--- config.mk ---
export PLATFORM = sky130hd
export DESIGN_NAME = protobuf_field_encoder_top_flat
export DESIGN_NICKNAME = d
export VERILOG_FILES = /design/src/sv/pfe_pkg.sv /design/src/sv/pfe_ifs.sv /design/src/sv/pfe_front.sv /design/src/sv/pfe_queue.sv /design/src/sv/pfe_back.sv /design/src/sv/protobuf_field_encoder_top.sv /design/src/flat_wrapper.sv
export SDC_FILE = /design/constraint.sdc
export NUM_CORES = 1
export LEC_CHECK = 0
export ABC_AREA = 1
export BUFFER_PORTS_ARGS = -buffer_cell sky130_fd_sc_hd__clkbuf_2
export CORE_ASPECT_RATIO = 1.2
export CORE_UTILIZATION = 64
export DETAILED_ROUTE_END_ITERATION = 7
export HOLD_SLACK_MARGIN = 0.05
export PLACE_DENSITY = 0.85
export SLEW_MARGIN = 20
export SYNTH_ARGS = -nofsm -noshare
export SYNTH_HDL_FRONTEND = slang
export SYNTH_SLANG_ARGS = --single-unit
--- constraint.sdc ---
create_clock -name clk -period 7.05 [get_ports clk]
set_clock_uncertainty 0.2 [all_clocks]
set_input_delay 0.3525 -clock clk [delete_from_list [all_inputs] [get_ports clk]]
set_output_delay 0.3525 -clock clk [all_outputs]
set_load 0.05 [all_outputs]
--- src/sv/pfe_pkg.sv ---
package pfe_pkg;

	localparam int FUNC_W  = 2;
	localparam int FNUM_W  = 28;
	localparam int WIRE_W  = 3;
	localparam int KEY_W   = FNUM_W + WIRE_W;
	localparam int VALUE_W = 32;
	localparam int BYTE_W  = 8;
	localparam int GROUP_W = 7;

	localparam int QUEUE_DEPTH_DEF = 2;

	typedef enum logic [FUNC_W-1:0] {
		FUNC_VARINT = 2'd0,
		FUNC_LEN    = 2'd1,
		FUNC_BYTE   = 2'd2
	} func_t;

	localparam logic [WIRE_W-1:0] WIRE_VARINT = 3'd0;
	localparam logic [WIRE_W-1:0] WIRE_LEN    = 3'd2;

	typedef enum logic {
		CMD_FIELD = 1'b0,
		CMD_BYTE  = 1'b1
	} cmd_kind_t;

	typedef struct packed {
		cmd_kind_t          kind;
		logic [KEY_W-1:0]   key;
		logic [VALUE_W-1:0] value;
	} cmd_t;

	typedef struct packed {
		logic not_empty;
		logic not_full;
	} q_status_t;

	typedef enum logic [1:0] {
		ST_IDLE = 2'd0,
		ST_KEY  = 2'd1,
		ST_VAL  = 2'd2
	} ser_state_t;

endpackage

--- src/sv/pfe_ifs.sv ---
interface pfe_in_if;
	import pfe_pkg::*;
	logic                valid;
	logic                ready;
	logic [FUNC_W-1:0]   func;
	logic [FNUM_W-1:0]   fnum;
	logic [VALUE_W-1:0]  value;
	logic [BYTE_W-1:0]   payload_byte;

	modport source (output valid, output func, output fnum, output value,
		output payload_byte, input ready);
	modport sink (input valid, input func, input fnum, input value,
		input payload_byte, output ready);
endinterface

interface pfe_out_if;
	import pfe_pkg::*;
	logic              valid;
	logic              ready;
	logic [BYTE_W-1:0] out_byte;
	logic              last;

	modport source (output valid, output out_byte, output last, input ready);
	modport sink (input valid, input out_byte, input last, output ready);
endinterface

--- src/sv/pfe_front.sv ---
module pfe_front (
	pfe_in_if.sink            item,
	input  pfe_pkg::q_status_t qstat,
	output logic              push,
	output pfe_pkg::cmd_t     cmd
);
	import pfe_pkg::*;

	logic fire;

	assign item.ready = qstat.not_full;
	assign fire       = item.valid && qstat.not_full;

	always_comb begin
		push      = 1'b0;
		cmd.kind  = CMD_FIELD;
		cmd.key   = {item.fnum, WIRE_VARINT};
		cmd.value = item.value;
		case (func_t'(item.func))
			FUNC_VARINT: begin
				push = fire;
			end
			FUNC_LEN: begin
				cmd.key = {item.fnum, WIRE_LEN};
				push    = fire;
			end
			FUNC_BYTE: begin
				cmd.kind  = CMD_BYTE;
				cmd.value = VALUE_W'(item.payload_byte);
				push      = fire;
			end
			default: begin
				// drop unused code
				push = 1'b0;
			end
		endcase
	end

endmodule

--- src/sv/pfe_queue.sv ---
module pfe_queue #(
	parameter int DEPTH = pfe_pkg::QUEUE_DEPTH_DEF
) (
	input  logic               clk,
	input  logic               arst_n,
	input  logic               push,
	input  pfe_pkg::cmd_t      wdata,
	input  logic               pop,
	output pfe_pkg::cmd_t      rdata,
	output pfe_pkg::q_status_t qstat
);
	import pfe_pkg::*;

	localparam int PTR_W = (DEPTH > 1) ? $clog2(DEPTH) : 1;
	localparam int CNT_W = $clog2(DEPTH + 1);

	cmd_t             mem_q [DEPTH];
	logic [PTR_W-1:0] wr_ptr_q;
	logic [PTR_W-1:0] rd_ptr_q;
	logic [CNT_W-1:0] cnt_q;
	logic             do_push;
	logic             do_pop;

	assign qstat.not_empty = (cnt_q != '0);
	assign qstat.not_full  = (cnt_q != CNT_W'(DEPTH));
	assign do_push         = push && qstat.not_full;
	assign do_pop          = pop && qstat.not_empty;
	assign rdata           = mem_q[rd_ptr_q];

	always_ff @(posedge clk) begin
		if (do_push) begin
			mem_q[wr_ptr_q] <= wdata;
		end
	end

	always_ff @(posedge clk or negedge arst_n) begin
		if (!arst_n) begin
			wr_ptr_q <= '0;
			rd_ptr_q <= '0;
			cnt_q    <= '0;
		end else begin
			if (do_push) begin
				wr_ptr_q <= (wr_ptr_q == PTR_W'(DEPTH - 1)) ? '0 : wr_ptr_q + 1'b1;
			end
			if (do_pop) begin
				rd_ptr_q <= (rd_ptr_q == PTR_W'(DEPTH - 1)) ? '0 : rd_ptr_q + 1'b1;
			end
			cnt_q <= cnt_q + CNT_W'(do_push) - CNT_W'(do_pop);
		end
	end

endmodule

--- src/sv/pfe_back.sv ---
module pfe_back (
	input  logic               clk,
	input  logic               arst_n,
	input  pfe_pkg::cmd_t      head,
	input  pfe_pkg::q_status_t qstat,
	output logic               pop,
	pfe_out_if.source          beat
);
	import pfe_pkg::*;

	ser_state_t         state_q;
	ser_state_t         state_d;
	logic [VALUE_W-1:0] sh_q;
	logic [VALUE_W-1:0] sh_d;
	logic [VALUE_W-1:0] val_q;
	logic [VALUE_W-1:0] val_d;
	logic               ovalid_q;
	logic [BYTE_W-1:0]  obyte_q;
	logic               olast_q;

	logic               can_load;
	logic [VALUE_W-1:0] src;
	logic [VALUE_W-1:0] rest;
	logic               more;
	logic               emit;
	logic [BYTE_W-1:0]  emit_byte;
	logic               emit_last;

	assign beat.valid    = ovalid_q;
	assign beat.out_byte = obyte_q;
	assign beat.last     = olast_q;

	assign can_load = !ovalid_q || beat.ready;
	assign src      = (state_q == ST_IDLE) ? VALUE_W'(head.key) : sh_q;
	assign more     = |src[VALUE_W-1:GROUP_W];
	assign rest     = src >> GROUP_W;

	always_comb begin
		state_d   = state_q;
		sh_d      = sh_q;
		val_d     = val_q;
		pop       = 1'b0;
		emit      = 1'b0;
		emit_byte = {more, src[GROUP_W-1:0]};
		emit_last = 1'b0;
		case (state_q)
			ST_IDLE: begin
				if (qstat.not_empty && can_load) begin
					pop  = 1'b1;
					emit = 1'b1;
					if (head.kind == CMD_BYTE) begin
						emit_byte = head.value[BYTE_W-1:0];
						emit_last = 1'b1;
					end else begin
						val_d = head.value;
						if (more) begin
							sh_d    = rest;
							state_d = ST_KEY;
						end else begin
							sh_d    = head.value;
							state_d = ST_VAL;
						end
					end
				end
			end
			ST_KEY: begin
				if (can_load) begin
					emit = 1'b1;
					if (more) begin
						sh_d = rest;
					end else begin
						sh_d    = val_q;
						state_d = ST_VAL;
					end
				end
			end
			ST_VAL: begin
				if (can_load) begin
					emit = 1'b1;
					if (more) begin
						sh_d = rest;
					end else begin
						emit_last = 1'b1;
						state_d   = ST_IDLE;
					end
				end
			end
			default: begin
				state_d = ST_IDLE;
			end
		endcase
	end

	always_ff @(posedge clk or negedge arst_n) begin
		if (!arst_n) begin
			state_q  <= ST_IDLE;
			ovalid_q <= 1'b0;
		end else begin
			state_q <= state_d;
			if (emit) begin
				ovalid_q <= 1'b1;
			end else if (beat.ready) begin
				ovalid_q <= 1'b0;
			end
		end
	end

	always_ff @(posedge clk) begin
		sh_q  <= sh_d;
		val_q <= val_d;
		if (emit) begin
			obyte_q <= emit_byte;
			olast_q <= emit_last;
		end
	end

endmodule

--- src/sv/protobuf_field_encoder_top.sv ---
// Protobuf-3 field encoder. Each item on "item" is a varint field, a length-delimited
// header or one payload byte; "beat" carries the encoded stream one byte per beat,
// with last high on the final byte of each item. Field items emit the key varint
// (field number << 3 | wire type) and then the value varint, least significant
// group first, so they take 2 to 10 bytes; payload items take 1 byte; unused
// func codes are accepted and dropped. The back end serializer emits one byte per
// cycle while the stream is ready and sets the rate; a short command queue lets the
// input side keep accepting items while the serializer works or the stream stalls.
module protobuf_field_encoder_top #(
	parameter int QUEUE_DEPTH = pfe_pkg::QUEUE_DEPTH_DEF
) (
	input  logic      clk,
	input  logic      arst_n,
	pfe_in_if.sink    item,
	pfe_out_if.source beat
);
	import pfe_pkg::*;

	q_status_t qstat;
	cmd_t      push_cmd;
	cmd_t      head;
	logic      push;
	logic      pop;

	pfe_front u_front (
		.item  (item),
		.qstat (qstat),
		.push  (push),
		.cmd   (push_cmd)
	);

	pfe_queue #(
		.DEPTH (QUEUE_DEPTH)
	) u_queue (
		.clk    (clk),
		.arst_n (arst_n),
		.push   (push),
		.wdata  (push_cmd),
		.pop    (pop),
		.rdata  (head),
		.qstat  (qstat)
	);

	pfe_back u_back (
		.clk    (clk),
		.arst_n (arst_n),
		.head   (head),
		.qstat  (qstat),
		.pop    (pop),
		.beat   (beat)
	);

endmodule

--- src/flat_wrapper.sv ---
// flat-port wrapper written by rule: the top's interface ports become plain ports
module protobuf_field_encoder_top_flat import pfe_pkg::*;
#(
	parameter int QUEUE_DEPTH = pfe_pkg::QUEUE_DEPTH_DEF
)
  (clk, arst_n, item_valid, item_func, item_fnum, item_value, item_payload_byte, item_ready, beat_valid, beat_out_byte, beat_last, beat_ready);
  pfe_in_if item_i ();
  pfe_out_if beat_i ();
  input  logic clk;
  input  logic arst_n;
  input wire logic [$bits(item_i.valid)-1:0] item_valid;
  input wire logic [$bits(item_i.func)-1:0] item_func;
  input wire logic [$bits(item_i.fnum)-1:0] item_fnum;
  input wire logic [$bits(item_i.value)-1:0] item_value;
  input wire logic [$bits(item_i.payload_byte)-1:0] item_payload_byte;
  output wire logic [$bits(item_i.ready)-1:0] item_ready;
  output wire logic [$bits(beat_i.valid)-1:0] beat_valid;
  output wire logic [$bits(beat_i.out_byte)-1:0] beat_out_byte;
  output wire logic [$bits(beat_i.last)-1:0] beat_last;
  input wire logic [$bits(beat_i.ready)-1:0] beat_ready;
  assign item_i.valid = item_valid;
  assign item_i.func = item_func;
  assign item_i.fnum = item_fnum;
  assign item_i.value = item_value;
  assign item_i.payload_byte = item_payload_byte;
  assign item_ready = item_i.ready;
  assign beat_valid = beat_i.valid;
  assign beat_out_byte = beat_i.out_byte;
  assign beat_last = beat_i.last;
  assign beat_i.ready = beat_ready;
  protobuf_field_encoder_top #(.QUEUE_DEPTH(QUEUE_DEPTH)) u_core (.clk(clk), .arst_n(arst_n), .item(item_i), .beat(beat_i));
endmodule
==> run summary <==
Status: completed
Placed standard-cell area: 0.00958 mm²
Cts repair resizes: 0
Post-route cell area: 0.0110 mm²
Max_slew headroom: 27.7%
Clock latency reported for the late side of the worst-skew pair: 0.49 ns
Critical Path AT: 3.68 ns
Hpwl dp: 12100 µm
Number of synthesized register bits: 204
Yosys warns: 0
Ant. Diodes: 0
Largest net degree at the start of global routing: 64
Drt total wl: 20800 µm
Final nets: 1100
Async S/R FF share, synth: 3.43%
Leak: 4.67 nW
Actual slew at the worst max-slew pin: 1.08 ns
Routed length per instance: 17.3 µm
Worst setup SP type: flop
Synthesized area per cell: 10.4 µm²
Share of layout cells above drive strength 1: 13.4%
RSZ-0062 raised after global routing: no
DR vias/cell: 5.64
Post-CTS Setup Repair Bufs: 0
Total track usage: 28.9%
CTS Root Cell: clkbuf_16
Synth Flop Type: edfxtp_1
Worst Path Required: 7.05 ns
Mapped Area: 0.00911 mm²
Io pins: 85
PwrDens: 445 mW/mm²
Hold buffers post-CTS: 73
Tmin final: 3.68 ns
Via count: 6793
Final period util: 52.2%
Routability congestion estimate: 0.824
First-pass GRT wire length: 33300 µm
Critical Setup Path Class: flop to flop
Fin Setup TNS: 0 ns
Synth-to-layout area growth: 20.4%
CP Capture Type: flop
# rows: 47
Starting DRT DRC Count: 878
CTS Buffer Depth: 3
Worst Hold Class: input port to flop
CTS tree: built
Synth unique cells: 33
Total gr overflow: 0
Syn Nets: 953
Post-synth EDFFs: 197
Maximum VDD drop: 0.383 mV
Max FO, Critical Path: 49
Routed Antenna Nets: 0
Port bufs: 84
Clock sink count: 204
Initial antenna violation count: 0
Mapped Cells: 873
Pins Over Slew Limit: 0
Final setup fails: 0
DRC viols: 0
Vias in the first global route: 6638
Clock-pin slew on the worst setup and hold paths: 0.06 ns
Final hold vios: 0
Num CTS Buffers: 21
Core Area: 0.0138 mm²
CTS H-tree lvls: 1
Die area: 0.0147 mm²
Max_cap viols: 0
Die H: 133 µm
Initial cell density of the core: 65.9%
Drt pass-1 iters: 6
Die W: 111 µm
Fmax achieved: 0.272 GHz
Post-synthesis sequential area ratio: 66.8%
[metrics by stage]
stage	hold WS (ns)	total power [mW]	setup slack (ns)	cells	util [%]
6_report	0.173	4.88	3.37	1204	79.4
5_1_grt	0.225	5.14	3.10	1204	79.4
4_1_cts	0.167	4.86	3.40	1204	79.4
3_5_place_dp	0.00983	3.74	3.42	1095	69.3
3_3_place_gp	-0.000580	3.66	3.54	1095	69.3
2_1_floorplan	-0.143	3.27	2.72	873	-
[cells in the mapped netlist (4+ instances only)]
master    count  share of area (%)
o21ai_1       9               0.49
or2_2         6               0.41
buf_1         4               0.16
ha_1          6               0.82
buf_6         7               0.87
nand3_1     106                5.8
a31oi_1       6               0.41
dfrtp_1       7                1.9
a22oi_1       7               0.58
nand2_2       5               0.34
clkbuf_1     12               0.49
edfxtp_1    197                 65
or2_1        17                1.2
inv_1        56                2.3
buf_4         6               0.49
nand2_1     317                 13
o21ai_0      14               0.77
nor2_1       61                2.5
buf_2        10               0.55
[layout make-up]
type / instances / area (µm²)
tap: 171 / 214
clock buffer: 28 / 552
clock inverter: 8 / 110
sequential: 204 / 6090
inverter: 60 / 228
fill: 811 / 2850
timing repair buffer: 163 / 1200
multi-input combinational: 570 / 2580
[final timing paths]
| path | from | endpoint | slack (ns) | depth (start not counted) |
|---|---|---|---|---|
| max in group asynchronous | arst_n | u_core.u_queue.rd_ptr_q | 5.68 | 3 |
| min | item_valid | u_core.u_queue.wr_ptr_q | 0.17 | 3 |
| max reg2reg | u_core.u_back.state_q[1] | u_core.u_back.sh_q[16] | 3.37 | 15 |
| max | u_core.u_back.state_q[1] | u_core.u_back.sh_q[16] | 3.37 | 15 |
| min reg2reg | u_core.u_queue.cnt_q[0] | u_core.u_queue.cnt_q[0] | 0.34 | 1 |
| min in group asynchronous | arst_n | u_core.u_back.state_q[1] | 0.67 | 3 |
[power by group]
part           switching (mW)  internal (mW)  total, mW
logic                    1.33          0.508       1.84
clock network           0.429          0.656       1.09
registers               0.115           1.84       1.96
total                    1.87           3.01       4.88
[worst max-delay path, cell delays in order, from the launching register on]
cell     delay (ns)
dfrtp_1        0.41
inv_1          0.09
ha_1           0.16
buf_4          0.41
inv_2          0.27
nand2_1        0.14
nand3_1        0.08
nor2_1         0.15
nand2_2        0.11
nor2_8         0.49
nand2_4        0.22
inv_1          0.17
nand2_1        0.09
nand2_1        0.06
inv_1          0.03
buf_4          0.25
[metal layers]
| layer | global-route usage, % | wire length [µm] | share of wire (%) |
|---|---|---|---|
| met2 | 50.9 | 10400 | 50 |
| met5 | 0 | 0 | 0 |
| met4 | 9.26 | 663 | 3.2 |
| met1 | 37.9 | 8050 | 39 |
| met3 | 3.21 | 1710 | 8.2 |
[logic make-up after synthesis]
group	count (synthesis)	share of synthesized area [%]
AOI/OAI and AO/OA	41	2.69
adders and majority gates	6	0.824
xor gates and xnor gates	4	0.385
buffers and inverters	99	5.07
and+or+nand+nor	518	24.1
muxes	1	0.110
DFF	204	66.8
[cells in the final DEF, fill, tap and decap left out, types with 9 or more instances in the layout]
cell / instances
clkbuf_16: 21
clkbuf_2: 84
dlygate4sd3_1: 73
edfxtp_1: 197
inv_1: 55
nand2_1: 317
nand3_1: 106
nor2_1: 59
o21ai_0: 14
o21ai_1: 9
or2_1: 17
[flip-flops by register name, summed over array words and instances, names as in the netlist]
signal / count
u_core.u_back.beat.last: 1
u_core.u_back.beat.valid: 1
u_core.u_back.sh_q: 32
u_core.u_back.state_q: 2
u_core.u_queue.mem_q: 124
u_core.u_back.beat.out_byte: 8
u_core.u_back.val_q: 32
u_core.u_queue.cnt_q: 2
u_core.u_queue.rd_ptr_q: 1
u_core.u_queue.wr_ptr_q: 1
No activity file was read; power rests on OpenSTA's default activity.
